**config.mk**
```make
export PLATFORM = sky130hd
export DESIGN_NAME = bitstream_bit_packer_core
export DESIGN_NICKNAME = d
export VERILOG_FILES = /design/src/hw/rtl/bbp_pkg.sv /design/src/hw/rtl/bbp_word_store.sv /design/src/hw/rtl/bbp_out_fifo.sv /design/src/hw/rtl/bitstream_bit_packer_core.sv
export SDC_FILE = /design/constraint.sdc
export NUM_CORES = 2
export LEC_CHECK = 0
export BUFFER_PORTS_ARGS = -buffer_cell sky130_fd_sc_hd__clkbuf_2
export CAP_MARGIN = 25
export CORE_AREA = 3 3 440 442
export DETAILED_ROUTE_END_ITERATION = 10
export DIE_AREA = 0 0 443 445
export PLACE_DENSITY_LB_ADDON = 0.05
export SLEW_MARGIN = 15
export SYNTH_ARGS = -nofsm -noshare
export SYNTH_HDL_FRONTEND = slang
export SYNTH_SLANG_ARGS = --single-unit
```
**constraint.sdc**
```tcl
create_clock -name clk -period 12.3 [get_ports clk]
set_clock_uncertainty 0.15 [all_clocks]
set_input_delay 1.845 -clock clk [delete_from_list [all_inputs] [get_ports clk]]
set_output_delay 1.845 -clock clk [all_outputs]
set_load 0.01 [all_outputs]
```
**src/hw/rtl/bbp_pkg.sv**
```systemverilog
`timescale 1ns / 1ps
// Shared types and constants for the bitstream bit packer.
// No dependencies; used by bbp_word_store, bbp_out_fifo, bitstream_bit_packer_core and the testbench.
package bbp_pkg;

	localparam int WORD_BITS = 32;
	localparam int CNT_W     = 6;
	localparam int FILL_W    = 12;
	localparam int DIDX_W    = 6;
	localparam int IN_W      = 40;
	localparam int OUT_W     = 56;

	typedef struct packed {
		logic [DIDX_W-1:0]    done_index;
		logic [WORD_BITS-1:0] done_word;
		logic                 word_done;
		logic [FILL_W-1:0]    remaining_bits;
		logic                 accepted;
	} res_t;

endpackage

```
**src/hw/rtl/bbp_word_store.sv**
```systemverilog
`timescale 1ns / 1ps
// Word store: single-port-write, single-port-read synchronous RAM, registered read.
// Depends on bbp_pkg for the word width.
module bbp_word_store #(
	parameter int DEPTH = 64,
	parameter int IDX_W = 6
) (
	input  logic                          clk,
	input  logic                          rd_en,
	input  logic [IDX_W-1:0]              rd_addr,
	output logic [bbp_pkg::WORD_BITS-1:0] rd_data,
	input  logic                          wr_en,
	input  logic [IDX_W-1:0]              wr_addr,
	input  logic [bbp_pkg::WORD_BITS-1:0] wr_data
);
	import bbp_pkg::*;

	logic [WORD_BITS-1:0] mem [DEPTH];

	// read-before-write on a same-address collision; caller forwards
	always_ff @(posedge clk) begin
		if (wr_en) begin
			mem[wr_addr] <= wr_data;
		end
	end

	always_ff @(posedge clk) begin
		if (rd_en) begin
			rd_data <= mem[rd_addr];
		end
	end

endmodule

```
**src/hw/rtl/bbp_out_fifo.sv**
```systemverilog
`timescale 1ns / 1ps
// Three-entry result buffer between the merge stage and the output stream.
// Depends on bbp_pkg (res_t, OUT_W).
module bbp_out_fifo (
	input  logic                      clk,
	input  logic                      arst_n,
	input  logic                      push,
	input  bbp_pkg::res_t             push_data,
	output logic [1:0]                level,
	output logic                      m_tvalid,
	input  logic                      m_tready,
	output logic [bbp_pkg::OUT_W-1:0] m_tdata
);
	import bbp_pkg::*;

	localparam int DEPTH = 3;

	res_t       buf_q [DEPTH];
	logic [1:0] wptr_q;
	logic [1:0] rptr_q;
	logic [1:0] cnt_q;
	logic       pop;
	res_t       head;

	assign pop      = m_tvalid && m_tready;
	assign m_tvalid = (cnt_q != 2'd0);
	assign level    = cnt_q;
	assign head     = buf_q[rptr_q];
	assign m_tdata  = {4'b0, head.done_index, head.done_word, head.word_done,
		head.remaining_bits, head.accepted};

	always_ff @(posedge clk) begin
		if (push) begin
			buf_q[wptr_q] <= push_data;
		end
	end

	always_ff @(posedge clk or negedge arst_n) begin
		if (!arst_n) begin
			wptr_q <= 2'd0;
			rptr_q <= 2'd0;
			cnt_q  <= 2'd0;
		end else begin
			if (push) begin
				wptr_q <= (wptr_q == 2'(DEPTH - 1)) ? 2'd0 : wptr_q + 2'd1;
			end
			if (pop) begin
				rptr_q <= (rptr_q == 2'(DEPTH - 1)) ? 2'd0 : rptr_q + 2'd1;
			end
			cnt_q <= cnt_q + {1'b0, push} - {1'b0, pop};
		end
	end

endmodule

```
**src/hw/rtl/bitstream_bit_packer_core.sv**
```systemverilog
`timescale 1ns / 1ps
// Bitstream bit packer top level: admission check, word store read-modify-write, result buffer.
// Depends on bbp_pkg, bbp_word_store, bbp_out_fifo.
//
//  channel  | dir | handshake        | payload (low bit up)
//  ---------+-----+------------------+-------------------------------------------------------
//  s_       | in  | s_tvalid/tready  | bit_count[5:0], bits_value[37:6], zero [39:38]
//  m_       | out | m_tvalid/tready  | accepted, remaining_bits, word_done, done_word,
//           |     |                  | done_index, zero [55:52]
//  cfg      | in  | cfg_wen          | capacity_bits[11:0]
//
// One push per cycle sustained while s_tready is high. The push is admitted at the input edge
// (fill count updated and word store read issued there), the merge runs in the next cycle and
// the result enters the three-entry buffer at the end of that cycle, where m_tvalid rises.
// A back-to-back push to the same word is served by forwarding the pending store write.
// Reset clears the fill count, capacity (to 2048) and buffer; the store needs no clearing
// pass because a word at offset zero is merged as zero and any other word was written before.
// s_tready drops only while the buffer plus the merge stage hold three results.
module bitstream_bit_packer_core #(
	parameter int STORE_WORDS = 64
) (
	input  logic                      clk,
	input  logic                      arst_n,
	input  logic                      s_tvalid,
	output logic                      s_tready,
	input  logic [bbp_pkg::IN_W-1:0]  s_tdata,   // bit_count[5:0], bits_value[37:6]
	output logic                      m_tvalid,
	input  logic                      m_tready,
	output logic [bbp_pkg::OUT_W-1:0] m_tdata,   // accepted[0], remaining_bits[12:1],
	                                             // word_done[13], done_word[45:14],
	                                             // done_index[51:46]
	input  logic                      cfg_wen,
	input  logic [bbp_pkg::FILL_W-1:0] cfg_wdata // capacity_bits
);
	import bbp_pkg::*;

	localparam int IDX_W    = (STORE_WORDS > 1) ? $clog2(STORE_WORDS) : 1;
	localparam int STORE_B  = STORE_WORDS * WORD_BITS;
	localparam int CAP_LIM  = (STORE_B < 4095) ? STORE_B : 4095;

	// ---------------- configuration and fill state ----------------
	logic [FILL_W-1:0] capacity_q;
	logic [FILL_W-1:0] fill_q;
	logic [FILL_W-1:0] cap_eff;

	assign cap_eff = (capacity_q > FILL_W'(CAP_LIM)) ? FILL_W'(CAP_LIM) : capacity_q;

	// ---------------- input admission ----------------
	logic [CNT_W-1:0]     in_cnt;
	logic [WORD_BITS-1:0] in_val;
	logic                 in_xfer;
	logic [FILL_W:0]      in_sum;
	logic                 in_ok;
	logic [IDX_W-1:0]     rd_addr;

	assign in_cnt  = s_tdata[CNT_W-1:0];
	assign in_val  = s_tdata[CNT_W +: WORD_BITS];
	assign in_xfer = s_tvalid && s_tready;
	assign in_sum  = {1'b0, fill_q} + (FILL_W + 1)'(in_cnt);
	assign in_ok   = (in_cnt <= CNT_W'(WORD_BITS)) && (in_sum <= {1'b0, cap_eff});
	assign rd_addr = IDX_W'(fill_q[FILL_W-1:5]);

	// ---------------- merge stage registers ----------------
	logic                 valid_s1;
	logic                 acc_s1;
	logic [CNT_W-1:0]     cnt_s1;
	logic [WORD_BITS-1:0] val_s1;
	logic [4:0]           off_s1;     // bit offset inside the current word
	logic [6:0]           widx_s1;    // current word index
	logic [FILL_W-1:0]    fill_s1;    // fill after this push
	logic [FILL_W-1:0]    cap_s1;
	logic                 fwd_s1;
	logic [WORD_BITS-1:0] fwd_data_s1;

	// store write port (driven from the merge stage)
	logic                 st_we;
	logic [IDX_W-1:0]     st_waddr;
	logic [WORD_BITS-1:0] st_wdata;
	logic [WORD_BITS-1:0] st_rdata;

	logic [1:0] fifo_level;
	logic [2:0] occupancy;

	assign occupancy = {1'b0, fifo_level} + {2'b0, valid_s1};
	assign s_tready  = (occupancy < 3'd3);

	always_ff @(posedge clk or negedge arst_n) begin
		if (!arst_n) begin
			capacity_q <= FILL_W'(2048);
			fill_q     <= '0;
			valid_s1   <= 1'b0;
		end else begin
			if (cfg_wen) begin
				capacity_q <= cfg_wdata;
			end
			if (in_xfer && in_ok) begin
				fill_q <= in_sum[FILL_W-1:0];
			end
			valid_s1 <= in_xfer;
		end
	end

	always_ff @(posedge clk) begin
		if (in_xfer) begin
			acc_s1      <= in_ok;
			cnt_s1      <= in_cnt;
			val_s1      <= in_val;
			off_s1      <= fill_q[4:0];
			widx_s1     <= fill_q[FILL_W-1:5];
			fill_s1     <= in_ok ? in_sum[FILL_W-1:0] : fill_q;
			cap_s1      <= cap_eff;
			// the merge stage writes this entry at the same edge as the read
			fwd_s1      <= st_we && (st_waddr == rd_addr);
			fwd_data_s1 <= st_wdata;
		end
	end

	bbp_word_store #(
		.DEPTH(STORE_WORDS),
		.IDX_W(IDX_W)
	) u_store (
		.clk    (clk),
		.rd_en  (in_xfer),
		.rd_addr(rd_addr),
		.rd_data(st_rdata),
		.wr_en  (st_we),
		.wr_addr(st_waddr),
		.wr_data(st_wdata)
	);

	// ---------------- merge: insert bits, split at the word boundary ----------------
	logic [WORD_BITS-1:0] rev_val;
	logic [WORD_BITS-1:0] old_word;
	logic [CNT_W-1:0]     room;       // free bits in the current word, 1..32
	logic [CNT_W-1:0]     take;       // bits that land in the current word
	logic [CNT_W-1:0]     spill;      // bits that start the next word
	logic [WORD_BITS-1:0] cur_word;
	logic [WORD_BITS-1:0] next_word;
	logic                 done;
	logic [FILL_W-1:0]    remain;
	res_t                 res;

	// bit 0 of the value is the earliest bit, so it must sit highest
	always_comb begin
		for (int i = 0; i < WORD_BITS; i++) begin
			rev_val[WORD_BITS-1-i] = val_s1[i];
		end
	end

	// a word at offset zero is fresh and reads as zero
	assign old_word  = (off_s1 == 5'd0) ? '0 : (fwd_s1 ? fwd_data_s1 : st_rdata);
	assign room      = CNT_W'(WORD_BITS) - {1'b0, off_s1};
	assign take      = (cnt_s1 < room) ? cnt_s1 : room;
	assign spill     = cnt_s1 - take;
	assign cur_word  = (old_word << take) | (rev_val >> (CNT_W'(WORD_BITS) - take));
	assign next_word = (rev_val >> (CNT_W'(WORD_BITS) - cnt_s1))
		& ~({WORD_BITS{1'b1}} << spill);
	assign done      = acc_s1 && (cnt_s1 != '0) && (take == room);
	assign remain    = (fill_s1 >= cap_s1) ? '0 : cap_s1 - fill_s1;

	// a word finished with spill leaves only through the result
	assign st_we    = valid_s1 && acc_s1 && (cnt_s1 != '0);
	assign st_waddr = (spill != '0) ? IDX_W'(widx_s1 + 7'd1) : IDX_W'(widx_s1);
	assign st_wdata = (spill != '0) ? next_word : cur_word;

	always_comb begin
		res.accepted       = acc_s1;
		res.remaining_bits = remain;
		res.word_done      = done;
		res.done_word      = done ? cur_word : '0;
		res.done_index     = done ? widx_s1[DIDX_W-1:0] : '0;
	end

	bbp_out_fifo u_out (
		.clk      (clk),
		.arst_n   (arst_n),
		.push     (valid_s1),
		.push_data(res),
		.level    (fifo_level),
		.m_tvalid (m_tvalid),
		.m_tready (m_tready),
		.m_tdata  (m_tdata)
	);

	// ---------------- assertions ----------------
	a_fill_in_range: assert property (@(posedge clk) disable iff (!arst_n)
		fill_q <= FILL_W'(CAP_LIM))
		else $error("fill count beyond store capacity");

	a_done_needs_accept: assert property (@(posedge clk) disable iff (!arst_n)
		(valid_s1 && done) |-> acc_s1)
		else $error("word completed by a rejected push");

	a_xfer_reaches_s1: assert property (@(posedge clk) disable iff (!arst_n)
		in_xfer |=> valid_s1)
		else $error("accepted push lost before merge stage");

	a_stall_has_output: assert property (@(posedge clk) disable iff (!arst_n)
		!s_tready |-> m_tvalid)
		else $error("input stalled with no result pending");

endmodule

```
After elaboration in Yosys (flattened, before gate mapping). Memory sizes are Yosys's and may differ from the RTL's. A register that Yosys moved wholly into a read port is not among the register bits. Index checks and enable logic that the tools add are counted.

Bitwise operators: 3. Add/sub/neg operators: 12. Shift-type cells: 4. Magnitude comparators: 6. Reductions and logical operators: 13. Equality and inequality tests: 4. Muxes and demuxes: 16.

Operators by type and width (number): 32-bit two-way mux (4); 32-bit by 6-bit right shift with 32-bit output (2); 12-bit two-way mux (3); 32-bit bitwise AND (1); 32-bit NOT (1); 32-bit bitwise OR (1); 32-bit by 6-bit << shifter with 32-bit output (1); 32-bit by 6-bit << shifter with 32-bit output (first input constant) (1); 6-bit two-way mux (3); 12-bit by 6-bit adder with 13-bit output (1); 13-bit by 12-bit less-or-equal comparator with 1-bit output (1); 6-bit equality test (2); 12-bit greater-or-equal comparator (1); 12-bit greater-than comparator (second input constant) (1); 6-bit nonzero test (2); 12-bit subtractor (1); 6-bit subtractor (first input constant) (2); 1-bit logical AND (9); 6-bit by 1-bit adder with 6-bit output (second input constant) (1); 6-bit less-or-equal comparator (second input constant) (1); 6-bit < comparator (1); 6-bit by 5-bit subtractor with 6-bit output (first input constant) (1); 6-bit subtractor (1); 5-bit logical NOT (1); other kinds (9) (15).

Word-level logic and storage cells: 75. Memories kept: 2. Bits in writable memories: 2204. Output and inout port bits: 58. Register bits: 138. Bits of input ports: 57.

Memory list: u_store.mem (depth 64, bits a word 32, rd ports 1, clocked after memory_dff 1, write ports 1, RTL line bbp_word_store.sv:18) `logic [WORD_BITS-1:0] mem [DEPTH];`; u_out.buf_q (depth 3, bits a word 52, rd ports 1, clocked after memory_dff 0, write ports 1, RTL line bbp_out_fifo.sv:18) `res_t buf_q [DEPTH];`.

Longest topological paths before layout.
Word-level depth: 8. Mapped depth: 29. Mapped depth without buffers: 22.

Cells and area by module. From an unflattened synthesis, not the netlist that was laid out.

Cell total of the unflattened synthesis: 5103. Area total of the unflattened synthesis: 97928.9 µm².

Modules (own cells, without submodules): bbp_word_store (sequential area each 62459.9 µm², cells each 3324, instances 1, area an instance 78835.6 µm²); bitstream_bit_packer_core (sequential area each 3839.9 µm², cells each 1418, instances 1, area an instance 12953.7 µm²); bbp_out_fifo (sequential area each 4834.6 µm², cells each 361, instances 1, area an instance 6139.6 µm²).

Worst setup path after synthesis. Ideal clock, no wire load.

Kind: flip-flop to flip-flop. Start: register off_s1[0]. End: register fwd_data_s1[17] (data pin). Data required time: 11.440 ns. Path slack: 3.494 ns. Period minus slack after synthesis: 8.806 ns. Arrival time: 7.947 ns. Cell stages (with the launch flop): 26. Path buffers: 7. Setup time: 0.710 ns. Cell sequence: edfxtp_1 -> buf_2 -> or3_1 -> nor3_1 -> inv_1 -> ha_1 -> nand3_1 -> or3_4 -> buf_6 -> nand3_2 -> nand2_2 -> inv_2 -> buf_4 -> buf_2 -> buf_2 -> ha_1 -> nand2_1 -> xor2_1 -> or4b_2 -> o21ai_1 -> nand2_1 -> buf_2 -> buf_1 -> o22ai_1 -> a221oi_1 -> o21ai_0.

Longest elaborated chain between the ends: 8. Elaborated cells on any way between the ends: 15. Those cells by class: add/sub (3); order compare (1); shift (3); mux (3); bitwise (3); reduce/logical (2).

RTL lines: start, declared (RTL line bitstream_bit_packer_core.sv:68) `logic [4:0] off_s1;`; start signal, assigned (RTL line bitstream_bit_packer_core.sv:108) `off_s1 <= fill_q[4:0];`; 6-bit by 5-bit subtractor with 6-bit output (RTL line bitstream_bit_packer_core.sv:152) `assign room = CNT_W'(WORD_BITS) - {1'b0, off_s1};`; 6-bit < comparator (RTL line bitstream_bit_packer_core.sv:153) `assign take = (cnt_s1 < room) ? cnt_s1 : room;`; 6-bit two-way mux (RTL line bitstream_bit_packer_core.sv:153); 6-bit subtractor (RTL line bitstream_bit_packer_core.sv:154) `assign spill = cnt_s1 - take;`; 32-bit by 6-bit << shifter with 32-bit output (RTL line bitstream_bit_packer_core.sv:157) `& ~({WORD_BITS{1'b1}} << spill);`; 32-bit NOT (RTL line bitstream_bit_packer_core.sv:157); 32-bit bitwise AND (RTL line bitstream_bit_packer_core.sv:157); 32-bit two-way mux (*) (RTL line bitstream_bit_packer_core.sv:164) `assign st_wdata = (spill != '0) ? next_word : cur_word;`; net st_wdata[17] (RTL line bitstream_bit_packer_core.sv:78) `logic [WORD_BITS-1:0] st_wdata;`; end signal, assigned (RTL line bitstream_bit_packer_core.sv:114) `fwd_data_s1 <= st_wdata;`; end, declared (RTL line bitstream_bit_packer_core.sv:73) `logic [WORD_BITS-1:0] fwd_data_s1;`.

The timed path passes the listed nets; every way through them passes the cells marked *. A chain may end at the register's enable or synchronous reset.

Worst setup path after layout.
Start: register off_s1[0]. End: memory u_store.mem[45][24] (enable).

Longest elaborated chain between the ends: 6.

RTL lines: 6-bit by 5-bit subtractor with 6-bit output (*) (RTL line bitstream_bit_packer_core.sv:152); 6-bit < comparator (RTL line bitstream_bit_packer_core.sv:153); 6-bit two-way mux (*) (RTL line bitstream_bit_packer_core.sv:153); 6-bit subtractor (*) (RTL line bitstream_bit_packer_core.sv:154); 6-bit nonzero test (*) (RTL line bitstream_bit_packer_core.sv:163) `assign st_waddr = (spill != '0) ? IDX_W'(widx_s1 + 7'd1) : IDX_W'(widx_s1);`; 6-bit two-way mux (*) (RTL line bitstream_bit_packer_core.sv:163); end, declared (RTL line bbp_word_store.sv:18).

Mark *: on every way between the ends. The rest lies on a longest branch, timed or not.

==> key figures <==
Clock network
  – CTS Buffer Depth: 3
  – H-Tree Level Count: 4
  – Worst-path clk slew: 0.06 ns
  – CTS buffer count: 235
  – Setup repair bufs after CTS: 0
  – Clk sinks: 2374
  – Root buffer cell: clkbuf_16
  – Post-CTS Hold Buffers: 0
  – CTS tree: built
  – Latest clock arrival within the worst-skew pair: 0.87 ns
  – Gates resized, CTS repair: 0

STA
  – Fin. Hold Viols: 0
  – RSZ-0062 raised after global routing: no
  – Post-layout min period: 9.410 ns
  – Setup TNS: 0 ns
  – Crit share post-route: 76.50%
  – # setup viols final: 0
  – Worst slew pin tran: 1.228 ns
  – Max Slew Vio Count: 0
  – Max Fclk: 106.3 MHz
  – Hold WS: 0.3555 ns
  – Worst rel slew slack: 18.14%

Final layout
  – Post-layout instance area: 110900 um^2
  – Most frequent cells in the layout: 2343 x edfxtp_1, 699 x mux4_2, 239 x clkbuf_16, 232 x nand2_1, 182 x mux2i_1
  – Final nets: 5324
  – Fraction of layout cells with a size suffix above 1: 27.86%
  – Area Growth Syn to Fin: 12.64%
  – Commonest non-fill, non-tap cell in the layout: edfxtp_1
  – Fin util: 58.35%

Critical path
  – Critical path class: flip-flop to flip-flop
  – Worst setup path end: u_store.mem[45][24]$_DFFE_PP_
  – CP max stage cell: nor2_4
  – Worst EP arrival: 9.79 ns
  – CP endpoint kind: flip-flop
  – CP max stage delay: 0.89 ns
  – Startpoint types: flip-flop
  – Crit-path cells: buf_4 > or3_1 > nor3_1 > inv_1 > ha_1 > a31oi_1 > o21a_1 > nand3_2 > nand2_2 > ha_1 > inv_1 > ha_1 > a21oi_1 > inv_1 > o32ai_1 > or4_1 > nand4_1 > nor4_4 > buf_4 > o21ai_1 > o22ai_1 > nand2_1 > nor2_4 > buf_4
  – R2r setup slk: 2.89 ns
  – Worst r2r path cells: 24
  – FF-to-FF Start: off_s1[0]$_DFFE_PP_
  – Critical path startpoint: off_s1[0]$_DFFE_PP_
  – FF-to-FF End: u_store.mem[45][24]$_DFFE_PP_
  – Max Fanout on Critical Path: 24
  – WP data required: 12.68 ns

Detailed routing
  – DRC: 0
  – Drt total wl: 265.7 mm
  – Via Count: 50650
  – Routed len/inst: 33.43 um
  – Drt pass-1 iters: 7
  – ANT nets after route: 0
  – DR iter-0 viols: 5403
  – Vias per inst: 6.374

Global route
  – Global-route wire length before repair: 380.3 mm
  – Global Route Usage Sum: 27.15%
  – Initial antenna violation count: 21
  – Vias in the first global route: 50678
  – Global route overflow: 0
  – Largest net degree at the start of global routing: 124

Placed design
  – Port bufs: 108
  – Dpl hpwl: 163.2 mm
  – Dpl cell area: 103300 um^2
  – RePlAce Congestion: 0.9151

Status
  – Status: finished, final reports clean

Synth
  – Post-Synth Adder-Cell Area: 0.6331%
  – Post-synthesis compound-gate area fraction: 3.455%
  – FF+latch count, synth: 2374
  – Top_reg_cell synth: edfxtp_1
  – Number of flops mapped to enable cells by yosys: 2343
  – Synth Warn #: 0
  – Xor and xnor area share after synthesis: 0.5149%
  – Sequential area share after synthesis: 72.28%
  – Cell variety after synth: 102
  – Combinational family with the most area after synthesis: multiplexers
  – Ys async rst share: 1.306%
  – Mapped Cells: 4974
  – Syn_area_per_cell: 19.79 um^2
  – Mux cell area share after synthesis: 18.34%
  – Mapped cell area: 98420 um^2
  – Simple-gate share of the synthesized area: 3.253%

Job
  – Max_cap viols: 0

Floorplanning
  – Rows: 160
  – Die W: 443 um
  – Initial core utilization: 51.80%
  – Die Ht: 445 um
  – Core box area: 190000 um^2
  – Die Footprint: 197100 um^2
  – I/O Pins: 115

Min path
  – Hold WC Path Type: flip-flop to flip-flop
==> worst min-delay path by stage <==
stage                                          from  cells after the start                         to
after detailed placement  capacity_q[0]$_DFFE_PN0P_                      1  capacity_q[0]$_DFFE_PN0P_
final                     capacity_q[0]$_DFFE_PN0P_                      1  capacity_q[0]$_DFFE_PN0P_
after global routing      capacity_q[7]$_DFFE_PN0P_                      1  capacity_q[7]$_DFFE_PN0P_
after CTS                     fill_q[0]$_DFFE_PN0P_                      0        off_s1[0]$_DFFE_PP_
after global placement    capacity_q[5]$_DFFE_PN0P_                      1  capacity_q[5]$_DFFE_PN0P_
after floorplan               fill_q[6]$_DFFE_PN0P_                      0       widx_s1[1]$_DFFE_PP_
==> synth_stat cells, types with 41 or more instances <==
master,number,area [um^2]
edfxtp_1,2343,70360
mux4_2,699,15740
nor2_1,235,882.1
nand2_1,233,874.6
clkbuf_1,194,728.2
mux2i_1,182,1822
o21ai_0,110,550.5
a21oi_1,81,405.4
inv_1,73,274.0
buf_1,57,214.0
nand3_1,52,260.3
ha_1,45,563.0
nor3_1,42,210.2
o22ai_1,41,256.5
==> layer usage <==
layer  vias up  global-route usage, %  wire length (um)
li1      21222                      -                 -
met1     27069                  39.27            111400
met2      1969                  42.97            128600
met3       388                  4.478             18170
met4         2                  8.364              7536
met5         -                      0                13
==> cell type report <==
class                   count  area [um^2]
clock buffers             302         6277
multi-input cells        2232        26630
fillers                 14047        79120
repair buffers            299         2281
flip-flops and latches   2374        71150
well taps                2511         3142
clock inverters           131         1025
diodes                     19        47.55
inverters                  78        300.3
==> kinds of logic (layout without fill, tap and decap cells) <==
kind of cell	count (synthesis)	after routing
fa+ha+maj	49	49
xor+xnor	54	54
buf+inv	371	810
flops	2374	2374
compound gates	503	503
simple gates	700	700
other cells	1	23
mux	922	922
==> state kept, by name (all words and copies together) (netlist names), 2 cells and up <==
register,cells
off_s1,5
fwd_data_s1,32
u_out.rptr_q,2
val_s1,32
cap_s1,12
fill_q,12
u_out.level,2
u_store.mem,2048
u_out.buf_q,156
capacity_q,12
u_store.rd_data,32
fill_s1,12
u_out.wptr_q,2
cnt_s1,6
widx_s1,6
==> per-stage QoR <==
stage | instances | setup slack, ns
after CTS | 7919 | 2.998
after detailed placement | 7486 | 3.026
after global placement | 7472 | 3.103
after global routing | 7929 | 2.449
final | 7946 | 2.890
after floorplan | 4977 | 3.494
==> worst max-delay path, delay by kind of cell, from the launching register on <==
family / cells / cell delay (ns)
adders and majority gates: 3 / 1.00
AOI/OAI and AO/OA: 6 / 1.67
and+or+nand+nor: 9 / 4.36
buffers and inverters: 6 / 1.49
DFF: 1 / 0.37
Power is left out: the tool's default activity adds up to more than one toggle a clock period on the data nets, which glitch-free logic cannot reach.
